===== src/rtl/core/srs_pkg.sv =====
// shared types and constants of the selective repeat sender
package srs_pkg;

    localparam int unsigned MAX_WINDOW  = 32;
    localparam int unsigned SEQ_W       = 32;
    localparam int unsigned MAP_W       = 32;
    localparam int unsigned WIN_W       = 6;
    localparam int unsigned CNT_W       = 4;
    localparam int unsigned CFG_ADDR_W  = 2;
    localparam int unsigned CFG_DATA_W  = 32;
    localparam int unsigned QUEUE_DEPTH = 2;

    localparam logic [WIN_W-1:0] WIN_MAX  = WIN_W'(MAX_WINDOW);
    localparam logic [CNT_W-1:0] CNT_SAT  = '1;

    typedef enum logic [1:0] {
        K_START   = 2'd0,
        K_ACK     = 2'd1,
        K_TIMEOUT = 2'd2,
        K_NONE    = 2'd3
    } t_kind;

    typedef enum logic [1:0] {
        ST_RUNNING = 2'd0,
        ST_DONE    = 2'd1,
        ST_FAILED  = 2'd2,
        ST_UNUSED  = 2'd3
    } t_status;

    typedef enum logic [CFG_ADDR_W-1:0] {
        CFG_WINDOW_SIZE  = 2'd0,
        CFG_LAST_SEGMENT = 2'd1,
        CFG_RETRY_LIMIT  = 2'd2,
        CFG_RESERVED     = 2'd3
    } t_cfg_addr;

    typedef enum logic [1:0] {
        BS_IDLE   = 2'd0,
        BS_SEND   = 2'd1,
        BS_STATUS = 2'd2
    } t_bstate;

    // one send job handed from the front to the back
    typedef struct packed {
        logic [SEQ_W-1:0] base;
        logic [WIN_W-1:0] off;
        logic [WIN_W-1:0] cnt;
        logic [MAP_W-1:0] map;
        logic             has_sends;
        t_status          status;
    } t_job;

endpackage


===== src/rtl/core/srs_queue.sv =====
// short job queue between front and back
module srs_queue #(
    parameter int unsigned DEPTH = srs_pkg::QUEUE_DEPTH
) (
    input  logic        i_clk,
    input  logic        i_rst_n,
    input  logic        i_push,
    input  srs_pkg::t_job i_data,
    output logic        o_full,
    input  logic        i_pop,
    output logic        o_valid,
    output srs_pkg::t_job o_data
);

    localparam int unsigned PTR_W = (DEPTH > 1) ? $clog2(DEPTH) : 1;
    localparam int unsigned LVL_W = $clog2(DEPTH + 1);
    localparam logic [LVL_W-1:0] LVL_FULL = LVL_W'(DEPTH);
    localparam logic [PTR_W-1:0] PTR_LAST = PTR_W'(DEPTH - 1);

    srs_pkg::t_job    r_mem [DEPTH];
    logic [PTR_W-1:0] r_wr, n_wr;
    logic [PTR_W-1:0] r_rd, n_rd;
    logic [LVL_W-1:0] r_lvl, n_lvl;

    assign o_full  = (r_lvl == LVL_FULL);
    assign o_valid = (r_lvl != '0);
    assign o_data  = r_mem[r_rd];

    always_comb begin
        n_wr  = r_wr;
        n_rd  = r_rd;
        n_lvl = r_lvl;
        if (i_push) begin
            n_wr = (r_wr == PTR_LAST) ? '0 : r_wr + PTR_W'(1);
        end
        if (i_pop) begin
            n_rd = (r_rd == PTR_LAST) ? '0 : r_rd + PTR_W'(1);
        end
        if (i_push && !i_pop) begin
            n_lvl = r_lvl + LVL_W'(1);
        end else if (!i_push && i_pop) begin
            n_lvl = r_lvl - LVL_W'(1);
        end
    end

    always_ff @(posedge i_clk) begin
        if (!i_rst_n) begin
            r_wr  <= '0;
            r_rd  <= '0;
            r_lvl <= '0;
        end else begin
            r_wr  <= n_wr;
            r_rd  <= n_rd;
            r_lvl <= n_lvl;
        end
    end

    always_ff @(posedge i_clk) begin
        if (i_push) begin
            r_mem[r_wr] <= i_data;
        end
    end

endmodule


===== src/rtl/core/srs_front.sv =====
// event front end: configuration, window state update and job build
module srs_front (
    input  logic                            i_clk,
    input  logic                            i_rst_n,
    input  logic                            i_cfg_we,
    input  logic [srs_pkg::CFG_ADDR_W-1:0]  i_cfg_addr,
    input  logic [srs_pkg::CFG_DATA_W-1:0]  i_cfg_data,
    input  logic                            i_accept,
    input  logic [1:0]                      i_kind,
    input  logic [srs_pkg::SEQ_W-1:0]       i_ack_next,
    input  logic [srs_pkg::MAP_W-1:0]       i_ack_bitmap,
    output srs_pkg::t_job                   o_job
);

    logic [srs_pkg::WIN_W-1:0] r_cfg_win;
    logic [srs_pkg::SEQ_W-1:0] r_cfg_last;
    logic [srs_pkg::CNT_W-1:0] r_cfg_retry;

    logic [srs_pkg::SEQ_W-1:0] r_base, n_base;
    logic [srs_pkg::SEQ_W-1:0] r_next, n_next;
    logic [srs_pkg::MAP_W-1:0] r_map, n_map;
    logic [srs_pkg::CNT_W-1:0] r_tc, n_tc;
    srs_pkg::t_status          r_fin, n_fin;

    logic [srs_pkg::WIN_W-1:0] win;
    logic [srs_pkg::SEQ_W:0]   end_seg;
    logic [srs_pkg::SEQ_W:0]   ack33;
    logic [srs_pkg::SEQ_W:0]   base33;
    logic [srs_pkg::SEQ_W:0]   stop33;
    logic [srs_pkg::SEQ_W:0]   lim33;
    logic [srs_pkg::SEQ_W:0]   seg33;
    logic [srs_pkg::SEQ_W:0]   cnt33;
    logic [srs_pkg::SEQ_W:0]   off33;
    logic                      has;
    logic [srs_pkg::CNT_W-1:0] tc_inc;
    srs_pkg::t_kind            kind;

    assign kind = srs_pkg::t_kind'(i_kind);

    always_comb begin
        win = r_cfg_win;
        if (win == '0) begin
            win = srs_pkg::WIN_W'(1);
        end else if (win > srs_pkg::WIN_MAX) begin
            win = srs_pkg::WIN_MAX;
        end
    end

    assign end_seg = {1'b0, r_cfg_last} + (srs_pkg::SEQ_W+1)'(1);
    assign ack33   = {1'b0, i_ack_next};
    assign tc_inc  = (r_tc == srs_pkg::CNT_SAT) ? r_tc : r_tc + srs_pkg::CNT_W'(1);

    always_comb begin
        n_base = r_base;
        n_next = r_next;
        n_map  = r_map;
        n_tc   = r_tc;
        n_fin  = r_fin;
        unique case (kind)
            srs_pkg::K_START: begin
                n_base = '0;
                n_next = '0;
                n_map  = '0;
                n_tc   = '0;
                n_fin  = srs_pkg::ST_RUNNING;
            end
            srs_pkg::K_ACK: begin
                if (r_fin == srs_pkg::ST_RUNNING
                    && ack33 >= {1'b0, r_base}
                    && ack33 <= {1'b0, r_base} + (srs_pkg::SEQ_W+1)'(win)
                    && ack33 <= end_seg) begin
                    n_map  = i_ack_bitmap << 1;
                    n_base = i_ack_next;
                    n_tc   = '0;
                    if (r_next < i_ack_next) begin
                        n_next = i_ack_next;
                    end
                end
            end
            srs_pkg::K_TIMEOUT: begin
                if (r_fin == srs_pkg::ST_RUNNING) begin
                    n_tc   = tc_inc;
                    n_next = r_base;
                    if (tc_inc >= r_cfg_retry) begin
                        n_fin = srs_pkg::ST_FAILED;
                    end
                end
            end
            default: begin
            end
        endcase

        base33 = {1'b0, n_base};
        if (n_fin == srs_pkg::ST_RUNNING && base33 == end_seg) begin
            n_fin = srs_pkg::ST_DONE;
        end

        lim33  = base33 + (srs_pkg::SEQ_W+1)'(win);
        stop33 = (lim33 > end_seg) ? end_seg : lim33;
        seg33  = (n_next < n_base) ? base33 : {1'b0, n_next};
        has    = (n_fin == srs_pkg::ST_RUNNING) && (seg33 < stop33);
        cnt33  = stop33 - base33;
        off33  = seg33 - base33;
        if (has) begin
            n_next = stop33[srs_pkg::SEQ_W-1:0];
        end
    end

    always_comb begin
        o_job.base      = n_base;
        o_job.off       = off33[srs_pkg::WIN_W-1:0];
        o_job.cnt       = cnt33[srs_pkg::WIN_W-1:0];
        o_job.map       = n_map;
        o_job.has_sends = has;
        o_job.status    = n_fin;
    end

    always_ff @(posedge i_clk) begin
        if (!i_rst_n) begin
            r_cfg_win   <= srs_pkg::WIN_W'(1);
            r_cfg_last  <= '0;
            r_cfg_retry <= srs_pkg::CNT_W'(3);
        end else if (i_cfg_we) begin
            unique case (srs_pkg::t_cfg_addr'(i_cfg_addr))
                srs_pkg::CFG_WINDOW_SIZE:  r_cfg_win   <= i_cfg_data[srs_pkg::WIN_W-1:0];
                srs_pkg::CFG_LAST_SEGMENT: r_cfg_last  <= i_cfg_data[srs_pkg::SEQ_W-1:0];
                srs_pkg::CFG_RETRY_LIMIT:  r_cfg_retry <= i_cfg_data[srs_pkg::CNT_W-1:0];
                default: begin
                end
            endcase
        end
    end

    always_ff @(posedge i_clk) begin
        if (!i_rst_n) begin
            r_base <= '0;
            r_next <= '0;
            r_map  <= '0;
            r_tc   <= '0;
            r_fin  <= srs_pkg::ST_RUNNING;
        end else if (i_accept) begin
            r_base <= n_base;
            r_next <= n_next;
            r_map  <= n_map;
            r_tc   <= n_tc;
            r_fin  <= n_fin;
        end
    end

endmodule


===== src/rtl/core/srs_back.sv =====
// send sequencer: walks the window of one job and emits output beats
module srs_back (
    input  logic                       i_clk,
    input  logic                       i_rst_n,
    input  logic                       i_q_valid,
    input  srs_pkg::t_job              i_q_data,
    output logic                       o_q_pop,
    output logic                       o_valid,
    input  logic                       i_stall,
    output logic                       o_send_valid,
    output logic [srs_pkg::SEQ_W-1:0]  o_segment_number,
    output logic [1:0]                 o_status,
    output logic                       o_last
);

    srs_pkg::t_bstate          r_state, n_state;
    logic [srs_pkg::SEQ_W-1:0] r_base, n_base;
    logic [srs_pkg::WIN_W-1:0] r_off, n_off;
    logic [srs_pkg::WIN_W-1:0] r_cnt, n_cnt;
    logic [srs_pkg::MAP_W-1:0] r_map, n_map;
    srs_pkg::t_status          r_stat, n_stat;

    logic                      r_ovalid, n_ovalid;
    logic                      r_osend, n_osend;
    logic [srs_pkg::SEQ_W-1:0] r_oseg, n_oseg;
    logic [1:0]                r_ostat, n_ostat;
    logic                      r_olast, n_olast;

    logic out_free;
    logic off_end;

    assign out_free = !r_ovalid || !i_stall;
    assign off_end  = (r_off + srs_pkg::WIN_W'(1)) >= r_cnt;

    always_comb begin
        n_state = r_state;
        unique case (r_state)
            srs_pkg::BS_IDLE: begin
                if (i_q_valid) begin
                    n_state = i_q_data.has_sends ? srs_pkg::BS_SEND : srs_pkg::BS_STATUS;
                end
            end
            srs_pkg::BS_SEND: begin
                if (out_free && off_end) begin
                    n_state = srs_pkg::BS_STATUS;
                end
            end
            srs_pkg::BS_STATUS: begin
                if (out_free) begin
                    n_state = srs_pkg::BS_IDLE;
                end
            end
            default: n_state = srs_pkg::BS_IDLE;
        endcase
    end

    always_comb begin
        o_q_pop  = 1'b0;
        n_base   = r_base;
        n_off    = r_off;
        n_cnt    = r_cnt;
        n_map    = r_map;
        n_stat   = r_stat;
        n_ovalid = r_ovalid && i_stall;
        n_osend  = r_osend;
        n_oseg   = r_oseg;
        n_ostat  = r_ostat;
        n_olast  = r_olast;
        unique case (r_state)
            srs_pkg::BS_IDLE: begin
                if (i_q_valid) begin
                    o_q_pop = 1'b1;
                    n_base  = i_q_data.base;
                    n_off   = i_q_data.off;
                    n_cnt   = i_q_data.cnt;
                    n_map   = i_q_data.map;
                    n_stat  = i_q_data.status;
                end
            end
            srs_pkg::BS_SEND: begin
                if (out_free) begin
                    if (!r_map[r_off[4:0]]) begin
                        n_ovalid = 1'b1;
                        n_osend  = 1'b1;
                        n_oseg   = r_base + srs_pkg::SEQ_W'(r_off);
                        n_ostat  = srs_pkg::ST_RUNNING;
                        n_olast  = 1'b0;
                    end
                    n_off = r_off + srs_pkg::WIN_W'(1);
                end
            end
            srs_pkg::BS_STATUS: begin
                if (out_free) begin
                    n_ovalid = 1'b1;
                    n_osend  = 1'b0;
                    n_oseg   = '0;
                    n_ostat  = r_stat;
                    n_olast  = 1'b1;
                end
            end
            default: begin
            end
        endcase
    end

    always_ff @(posedge i_clk) begin
        if (!i_rst_n) begin
            r_state  <= srs_pkg::BS_IDLE;
            r_ovalid <= 1'b0;
        end else begin
            r_state  <= n_state;
            r_ovalid <= n_ovalid;
        end
    end

    always_ff @(posedge i_clk) begin
        r_base  <= n_base;
        r_off   <= n_off;
        r_cnt   <= n_cnt;
        r_map   <= n_map;
        r_stat  <= n_stat;
        r_osend <= n_osend;
        r_oseg  <= n_oseg;
        r_ostat <= n_ostat;
        r_olast <= n_olast;
    end

    assign o_valid          = r_ovalid;
    assign o_send_valid     = r_osend;
    assign o_segment_number = r_oseg;
    assign o_status         = r_ostat;
    assign o_last           = r_olast;

endmodule


===== src/rtl/core/selective_repeat_sender_top.sv =====
// top level of the selective repeat sender
//
// event channel (i_valid / o_stall): one beat is a start, an acknowledgement
// with next-expected number and bitmap, a retransmit timeout or a no-op. the
// front updates the window state in the accept cycle and queues one send job.
// result channel (o_valid / i_stall): per event, one send beat for every
// unacked segment from the send pointer to the window end, then one status
// beat with o_last high.
// the back walks the window offsets one per cycle while the output is not
// stalled, acked ones included; the first beat passes through the job queue,
// the back's idle state and its output register.
// the job queue holds QUEUE_DEPTH events, so the front keeps accepting while
// the back works; o_stall rises only when the queue is full.
// a stalled result beat holds in the output register and the walk pauses.
// reset clears the window state, the queue and the output valid flag and sets
// window size 1, last segment 0, retry limit 3.
// configuration writes (i_cfg_we) take effect at once; issue them idle.
module selective_repeat_sender_top #(
    parameter int unsigned QUEUE_DEPTH = srs_pkg::QUEUE_DEPTH
) (
    input  logic                            i_clk,
    input  logic                            i_rst_n,
    input  logic                            i_cfg_we,
    input  logic [srs_pkg::CFG_ADDR_W-1:0]  i_cfg_addr,
    input  logic [srs_pkg::CFG_DATA_W-1:0]  i_cfg_data,
    input  logic                            i_valid,
    output logic                            o_stall,
    input  logic [1:0]                      i_kind,
    input  logic [srs_pkg::SEQ_W-1:0]       i_ack_next,
    input  logic [srs_pkg::MAP_W-1:0]       i_ack_bitmap,
    output logic                            o_valid,
    input  logic                            i_stall,
    output logic                            o_send_valid,
    output logic [srs_pkg::SEQ_W-1:0]       o_segment_number,
    output logic [1:0]                      o_status,
    output logic                            o_last
);

    srs_pkg::t_job job_in;
    srs_pkg::t_job job_out;
    logic          q_full;
    logic          q_valid;
    logic          q_pop;
    logic          accept;

    assign o_stall = q_full;
    assign accept  = i_valid && !q_full;

    srs_front u_front (
        .i_clk        (i_clk),
        .i_rst_n      (i_rst_n),
        .i_cfg_we     (i_cfg_we),
        .i_cfg_addr   (i_cfg_addr),
        .i_cfg_data   (i_cfg_data),
        .i_accept     (accept),
        .i_kind       (i_kind),
        .i_ack_next   (i_ack_next),
        .i_ack_bitmap (i_ack_bitmap),
        .o_job        (job_in)
    );

    srs_queue #(
        .DEPTH (QUEUE_DEPTH)
    ) u_queue (
        .i_clk   (i_clk),
        .i_rst_n (i_rst_n),
        .i_push  (accept),
        .i_data  (job_in),
        .o_full  (q_full),
        .i_pop   (q_pop),
        .o_valid (q_valid),
        .o_data  (job_out)
    );

    srs_back u_back (
        .i_clk            (i_clk),
        .i_rst_n          (i_rst_n),
        .i_q_valid        (q_valid),
        .i_q_data         (job_out),
        .o_q_pop          (q_pop),
        .o_valid          (o_valid),
        .i_stall          (i_stall),
        .o_send_valid     (o_send_valid),
        .o_segment_number (o_segment_number),
        .o_status         (o_status),
        .o_last           (o_last)
    );

    a_status_is_last: assert property (@(posedge i_clk) disable iff (!i_rst_n)
        o_valid && !o_send_valid |-> o_last)
        else $error("status beat without last");

    a_send_not_last: assert property (@(posedge i_clk) disable iff (!i_rst_n)
        o_valid && o_send_valid |-> !o_last && o_status == srs_pkg::ST_RUNNING)
        else $error("send beat flagged last or with status");

    a_reset_quiet: assert property (@(posedge i_clk)
        i_rst_n && !$past(i_rst_n) |-> !o_valid && !q_valid)
        else $error("beat or job present right after reset");

endmodule


===== config.mk =====
export PLATFORM = sky130hd
export DESIGN_NAME = selective_repeat_sender_top
export DESIGN_NICKNAME = d
export VERILOG_FILES = /design/src/rtl/core/srs_pkg.sv /design/src/rtl/core/srs_queue.sv /design/src/rtl/core/srs_front.sv /design/src/rtl/core/srs_back.sv /design/src/rtl/core/selective_repeat_sender_top.sv
export SDC_FILE = /design/constraint.sdc
export NUM_CORES = 1
export LEC_CHECK = 0
export BUFFER_PORTS_ARGS = -buffer_cell sky130_fd_sc_hd__buf_2
export CAP_MARGIN = 20
export CORE_ASPECT_RATIO = 0.6
export CORE_MARGIN = 5
export CORE_UTILIZATION = 35
export DETAILED_ROUTE_END_ITERATION = 16
export SYNTH_ARGS = -nofsm -noshare
export SYNTH_HDL_FRONTEND = slang
export SYNTH_HIERARCHICAL = 1
export SYNTH_SLANG_ARGS = --single-unit
export TNS_END_PERCENT = 30

===== constraint.sdc =====
create_clock -name i_clk -period 16.8 [get_ports i_clk]
set_clock_uncertainty 0.2 [all_clocks]
set_input_delay 2.52 -clock i_clk [delete_from_list [all_inputs] [get_ports i_clk]]
set_output_delay 2.52 -clock i_clk [all_outputs]
set_load 0.01 [all_outputs]

# --- Word level (Yosys, flattened, before mapping) ---
# Memories as Yosys holds them, arrays and structs flattened. A register that Yosys moved wholly into a read port is not among the register bits.
# Cells that the tools add are included.
op_classes:
  n_addsub: 12
  magnitude_cmp: 11
  eq_ne: 16
  mux: 61
  n_reduce_logical: 36
op_table:
  columns: ["operator", "n"]
  rows:
  - ["$mux 32", 10]
  - ["$pmux 32 s2", 3]
  - ["$pmux 32 s3", 1]
  - ["$add 32x6->33", 2]
  - ["$le 32x33->1", 2]
  - ["$lt 32x32->1", 2]
  - ["$add 32x1->33 const B", 1]
  - ["$eq 32x33->1", 1]
  - ["$gt 33x33->1", 1]
  - ["$lt 32x33->1", 1]
  - ["$mux 33", 1]
  - ["$add 32x6->32", 1]
  - ["$ge 32x32->1", 1]
  - ["$mux 2", 12]
  - ["$mux 6", 4]
  - ["$mux 1", 18]
  - ["$logic_not 2->1", 6]
  - ["$mux 4", 3]
  - ["$pmux 4 s3", 1]
  - ["$pmux 6 s2", 1]
  - ["$sub 6x6->6", 2]
  - ["$logic_and 1x1->1", 10]
  - ["$ne 2x1->1 const B", 5]
  - ["$eq 2x2->1 const B", 4]
  - ["24 further kinds", 43]
word_totals:
  reg_bits: 265
  mem_bits_rw: 158
  in_bits: 105
  out_inout_bits: 38
  mem_count: 1
mem_list:
  columns: ["name", "words", "word_bits", "read_ports", "rd_ports_with_merged_regs", "write_ports", "line", "source"]
  rows:
  - ["u_queue.r_mem", 2, 79, 1, 1, 1, "srs_queue.sv:20", "srs_pkg::t_job r_mem [DEPTH];"]

# --- Logic depth before layout (Yosys ltp) ---
# Gate-level depths: netlist of the first run.
depth:
  ltp_word: 15
  depth_mapped: 66
  depth_no_buf: 62

# --- Modules after synthesis ---
# Netlist of the first run, hierarchy kept.
modules_own_cells:
  columns: ["mod", "instances", "cells_per_inst", "area_each_um2"]
  rows:
  - ["srs_front", 1, 2177, 16499.6]
  - ["srs_queue", 1, 268, 5954.5]
  - ["srs_back", 1, 378, 5353.9]
  - ["selective_repeat_sender_top", 1, 1, 13.8]

# --- Least setup slack after synthesis of the first run ---
# Ideal clock, no wire load.
synth_timing:
  path_type: "reg2reg"
  startpoint: "reg u_front/r_cfg_win[1] in the netlist's numbering"
  endpoint: "reg u_front/r_next[5] in the netlist's numbering"
  arrival_ps: 11652
  required_ps: 16505
  path_slack_ps: 4853
  path_stages_with_launch: 65
  n_path_buf: 5
  period_less_slack_ps: 11947
  cell_sequence: "dfxtp_1 > nor4_1 > nor2_1 > nor2_1 > ha_1 > a21oi_1 > nor2_1 > nor2_1 > a21oi_1 > a21o_1 > a21o_1 > a21oi_1 > nor2_1 > nand2_1 > nor2_1 > and2_1 > nand2b_1 > nor2_1 > [... 29 more ...] > clkbuf_1 > a21oi_1 > ha_1 > a21o_1 > a21o_1 > a21o_1 > a21oi_1 > nor2b_1 > o21ai_0 > nand2b_1 > a21oi_1 > a21oi_1 > o221ai_1 > a31oi_1 > o21a_1 > clkbuf_1 > or4_1 > o311ai_1"
synth_lines:
  columns: ["item", "line", "source"]
  rows:
  - ["start: declaration", "srs_front.sv:15", "logic [srs_pkg::WIN_W-1:0] r_cfg_win;"]
  - ["start signal: assignment", "srs_front.sv:120", "r_cfg_win <= srs_pkg::WIN_W'(1);"]
  - ["start signal: assignment", "srs_front.sv:125", "srs_pkg::CFG_WINDOW_SIZE: r_cfg_win <= i_cfg_data[srs_pkg::WIN_W-1:0];"]
  - ["end signal: assignment", "srs_front.sv:143", "r_next <= n_next;"]
  - ["end: declaration", "srs_front.sv:20", "logic [srs_pkg::SEQ_W-1:0] r_next, n_next;"]

==> results of run 1 <==
==> worst max-delay path: cells and delay by family (launching register included) <==
| kind | cells | cell delay [ns] |
|---|---|---|
| compound gates | 29 | 7.29 |
| xor+xnor | 2 | 0.39 |
| fa+ha+maj | 7 | 2.22 |
| buf+inv | 3 | 0.82 |
| flops | 1 | 0.33 |
| simple gates | 18 | 4.71 |
==> Yosys cell counts (8+ instances only) <==
cell type  instances  area (µm²)
a21o_1            51         383
or2_2             10        62.6
xor2_1            38         333
a22o_1            33         289
o211ai_1          30         225
inv_1            175         657
o21a_1            18         135
edfxtp_1         272        8170
o2111ai_1          8        70.1
a32oi_1           15         131
o22ai_1           17         106
nor2_1           250         938
ha_1             265        3320
nand2_1          179         672
nor3_1            33         165
mux2_4            10         150
o22a_1            21         184
and4_1            13         114
nand3_1           98         490
or4_1              9        67.6
mux2i_1          121        1210
nand2b_1          18         113
nor4_1            18         113
o311ai_1          25         219
xnor2_1          109         955
and2_1            21         131
clkbuf_1         115         432
a22oi_1           10        75.1
a21oi_1          211        1060
buf_2             20         100
nor2b_1           27         169
o21ai_0           59         295
dfxtp_1          152        3040
and3_1            17         106
a211oi_1          58         435
a2111oi_0          8        70.1
mux2_2            80         901
nand4_1           70         438
==> through the flow <==
| stage | instance area [µm²] | power, mW | utilization | setup WS (ns) | instances |
|---|---|---|---|---|---|
| after floorplan | 27800 | 3.34 | - | 4.85 | 2824 |
| after global placement | 29800 | 4.15 | 0.376 | 1.90 | 3948 |
| after detailed placement | 29800 | 4.15 | 0.376 | 1.77 | 3948 |
| after CTS | 31200 | 5.18 | 0.394 | 1.67 | 4031 |
| after global routing | 31300 | 5.53 | 0.395 | 0.180 | 4036 |
| final | 31300 | 5.22 | 0.395 | 0.725 | 4038 |
==> layer usage <==
metal / up-vias / routed length (µm) / global-route usage
li1: 10700 / - / -
met1: 10700 / 45100 / 0.329
met2: 1023 / 33400 / 0.263
met3: 116 / 12500 / 0.0841
met4: 0 / 1790 / 0.0442
met5: - / 0 / 0
==> layout make-up <==
cell class | count | area, µm² | share of cell area
Inverter | 182 | 684 | 0.0219
Timing Repair Buffer | 211 | 1230 | 0.0394
Antenna cell | 3 | 7.51 | 0.000240
Clock buffer | 57 | 1240 | 0.0398
Multi-Input combinational cell | 2069 | 15300 | 0.491
Clock inverter | 26 | 210 | 0.00672
Tap cell | 1066 | 1330 | 0.0427
Sequential cell | 424 | 11200 | 0.359
==> final timing paths <==
kind                   startpoint            endpoint  slack (ns)  cells after the start
min              u_front/r_map[0]    u_front/r_map[0]        0.23                      2
max reg2reg  u_front/r_cfg_win[1]  u_front/r_next[16]        0.72                     59
max          u_front/r_cfg_win[1]  u_front/r_next[16]        0.72                     59
min reg2reg      u_front/r_map[0]    u_front/r_map[0]        0.23                      2
==> cells by family (layout without fill, tap and decap cells) <==
family,after synthesis,after routing
AOI/OAI and AO/OA,634,634
xor gates and xnor gates,147,147
adders and majority gates,272,272
buffers and inverters,331,476
DFF,424,424
muxes,211,211
other,0,3
and+or+nand+nor,805,805
==> flip-flops by register name, summed over array words and instances (netlist names), 2 cells and up, named ones only <==
name and flops:
u_front/r_cfg_last 32, u_back/o_status 2, u_front/r_next 32, u_front/r_base 32, u_queue/r_lvl 2, u_queue/r_mem 158, u_back/r_state 2, u_front/r_cfg_retry 4
u_front/r_map 32, u_front/r_fin 2, u_back/r_base 32, u_back/r_off 6, u_front/r_cfg_win 6, u_back/r_stat 2, u_back/r_map 32, u_back/o_segment_number 32
u_front/r_tc 4, u_back/r_cnt 6
==> report_power, final <==
group	internal, mW	switching (mW)	total, mW	leakage, nW
logic	0.897	1.62	2.52	7.94
clock network	0.548	0.450	0.998	0.704
registers	1.51	0.190	1.70	3.84
==> metrics, run 1 <==
Syn Nets=3199; Routed WL=92800 µm; Area growth syn-to-layout=12.4%; PortBufs=141; flops & latches, synth=424; quantity of gates resized following cts=0; unrepaired setup endpoints after global routing=no; CTS sink cnt=424; Nets=3308; # hold bufs at CTS=0; grt ovf=0; cts bufs inserted=45; residual DRC count=0; Worst path slowest cell=nor4_1; fmax=0.0622 GHz; Worst slew margin=0.248; HPWL after DPL=70700 µm; Worst VDD drop=169 µV; Hold Path Class=reg2reg; commonest cells after routing, fill and taps aside=edfxtp_1 (272), ha_1 (265), nor2_1 (250); P per Cell Area=167 mW/mm²; Core ar.=0.0792 mm²; Post-synth EDFFs=272; worst stage delay on the critical path=0.93 ns; most common cell after layout, fill and taps aside=edfxtp_1; crit start category=flop; largest buffer count on any clock path=3; max-slew violations=0; Avg WL per Cell=23.0 µm; Crit Path Max Fanout=35; cells after synthesis=2824; WS Path Type=reg2reg; Worst Path Arrival=16.39 ns; max-cap violations=0; status=completed; Primary FF master, synth=edfxtp_1; initial antenna violation count=2; num ports=143; crit path time final=16.08 ns; largest family of logic cells by synthesized area=compound AO/OA/AOI/OAI gates; first-pass GRT wire length=137000 µm; Synth Area in Compound Gates=0.156; Post-Synth Adder-Cell Area=0.123; Netlist Area Pre-Place=0.0278 mm²; syn_area_per_cell=9.85 µm²; share of cells above drive strength 1=0.146; Final setup viols=0; Seq/Total Area, Yosys=0.403; Post-Synth Simple-Gate Area=0.143; setup TNS=0 ns; CTS clk-pin slew, worst paths=0.07 ns; total global-route track usage=0.210; post-CTS setup buffer count=0; worst hold slack=0.234 ns; row cnt=80; # fillers=7807; TritonRoute pass-1 iters=6; worst skew pair latency=0.61 ns; CTS Root Cell=clkbuf_16; number of global-route vias before repair=20900; post-route ant nets=0; post-synthesis xor/xnor area fraction=0.0463; die width=374 µm; initial drt markers=2597; gpl congestion=0.999; CTS tree=done; Synth cell types=94; slew of the pin with the lowest slew margin=1.10 ns; Starting Density=0.351; leakage power=12.5 nW; Final Cycle Share=0.957; largest net degree at the start of global routing=78; vias per inst=5.58; Ys Warns=6; mux share of post-synthesis cell area=0.0813; vias post-DR=22500; data required time at the worst endpoint=17.12 ns; Hold Vio Cnt, Final=0; ys async rst share=0; Die ar.=0.0854 mm²; H-tree depth=2; Chip Height=228 µm; Setup crit end kind=flop
No activity file was read; power rests on OpenSTA's default activity.
==> inputs of run 2 (changes only) <==
MAX_ROUTING_LAYER = met4   (was not set)
==> run 2 against run 1 <==
Worst hold slack worse by 0.0059 ns. Critical path depth is 3 higher. Sequential share of layout area decreased by 0.20 points. Critical path type unchanged. Routed wire length rose by 3.2%. Clock power rose by 7%. Non-clock buffer count up 5. Final cell count is 0.15% higher. Largest cell class unchanged. Utilization increased by 0.22 points.
==> metrics, run 2 (synthesis gave the netlist of run 1 again) <==
status=completed; H-tree depth=2; Starting Density=0.351; total global-route track usage=0.222; Final setup viols=0; Nets=3314; Worst VDD drop=148 µV; WS Path Type=reg2reg; post-route ant nets=0; commonest cells after routing, fill and taps aside=edfxtp_1 (272), ha_1 (265), nor2_1 (250); Chip Height=228 µm; num ports=143; Cell Area, Placed=0.0298 mm²; residual DRC count=0; gpl congestion=1.02; leakage power=12.6 nW; slew of the pin with the lowest slew margin=1.19 ns; P per Cell Area=170 mW/mm²; Design Power=5.34 mW; crit start category=flop; max-slew violations=0; crit path time final=15.75 ns; number of global-route vias before repair=21000; CTS Root Cell=clkbuf_16; # fillers=7810; data required time at the worst endpoint=17.11 ns; worst stage delay on the critical path=0.83 ns; initial antenna violation count=3; CTS clk-pin slew, worst paths=0.07 ns; Hold Path Class=reg2reg; HPWL after DPL=72600 µm; register area=0.0112 mm²; # hold bufs at CTS=0; CTS sink cnt=424; share of cells above drive strength 1=0.148; die width=374 µm; grt ovf=0; Worst Path Arrival=16.06 ns; Worst slew margin=0.202; Avg WL per Cell=23.7 µm; Hold Vio Cnt, Final=0; Routed WL=95800 µm; worst skew pair latency=0.61 ns; first-pass GRT wire length=140000 µm; quantity of gates resized following cts=0; cts bufs inserted=46; largest net degree at the start of global routing=78; Final Instance Area=0.0314 mm²; Final Cycle Share=0.937; Reg with most FFs=u_queue/r_mem; post-CTS setup buffer count=0; Die ar.=0.0854 mm²; max FFs per register=158; multi-input logic area=0.0153 mm²; Final Util=0.397; row cnt=80; # placed instances=3953; Finished Layout Cells=4044; Setup crit end kind=flop; Worst path slowest cell=a41o_2; Area growth syn-to-layout=13.0%; setup TNS=0 ns; Crit Path Max Fanout=47; fmax=0.0635 GHz; TritonRoute pass-1 iters=6; unrepaired setup endpoints after global routing=no; CTS tree=done; max-cap violations=0; largest buffer count on any clock path=3; PortBufs=141; vias per inst=5.59; vias post-DR=22600; initial drt markers=3020; most common cell after layout, fill and taps aside=edfxtp_1; Core ar.=0.0792 mm²
[run 2: layer usage]
layer	up-vias	GRT usage	routed length [µm]
met2	1024	0.270	34600
met1	10800	0.339	46800
met5	-	-	0
met4	0	0.0422	1780
li1	10700	-	-
met3	117	0.0869	12700
[run 2: final timing paths]
kind                                           start                 end  slack (ns)  cells past startpoint
worst min register to register      u_front/r_map[0]    u_front/r_map[0]        0.23                      2
worst max-delay path            u_front/r_cfg_win[2]  u_front/r_next[24]        1.05                     62
worst min-delay path                u_front/r_map[0]    u_front/r_map[0]        0.23                      2
worst max register to register  u_front/r_cfg_win[2]  u_front/r_next[24]        1.05                     62
[run 2: worst max-delay path, delay by kind of cell, from the launching register on]
family                     cells  cell delay [ns]
xor gates and xnor gates       2             0.35
AOI/OAI and AO/OA             27             6.54
and+or+nand+nor               21             4.73
adders and majority gates      7             2.20
buffers and inverters          4             1.03
muxes                          1             0.23
DFF                            1             0.34
[run 2: report_power, final]
group	internal, mW	total, mW	switching (mW)
Combinational	0.918	2.57	1.65
Clock	0.609	1.07	0.465
Sequential	1.51	1.70	0.189
[run 2: cell type report]
cell class / instances / share of cell area
antenna: 3 / 0.000239
clock buffer: 57 / 0.0396
clock inverter: 27 / 0.0101
inverter: 182 / 0.0218
multi-input combinational: 2069 / 0.488
sequential: 424 / 0.357
tap: 1066 / 0.0424
timing repair buffer: 216 / 0.0412
[run 2: per-stage QoR]
step | setup slack (ns) | hold slack, ns
after detailed placement | 1.78 | 0.222
after CTS | 1.65 | 0.229
after global placement | 1.76 | 0.217
after global routing | 0.316 | 0.259
final | 1.05 | 0.228
after floorplan | 4.85 | 0.207
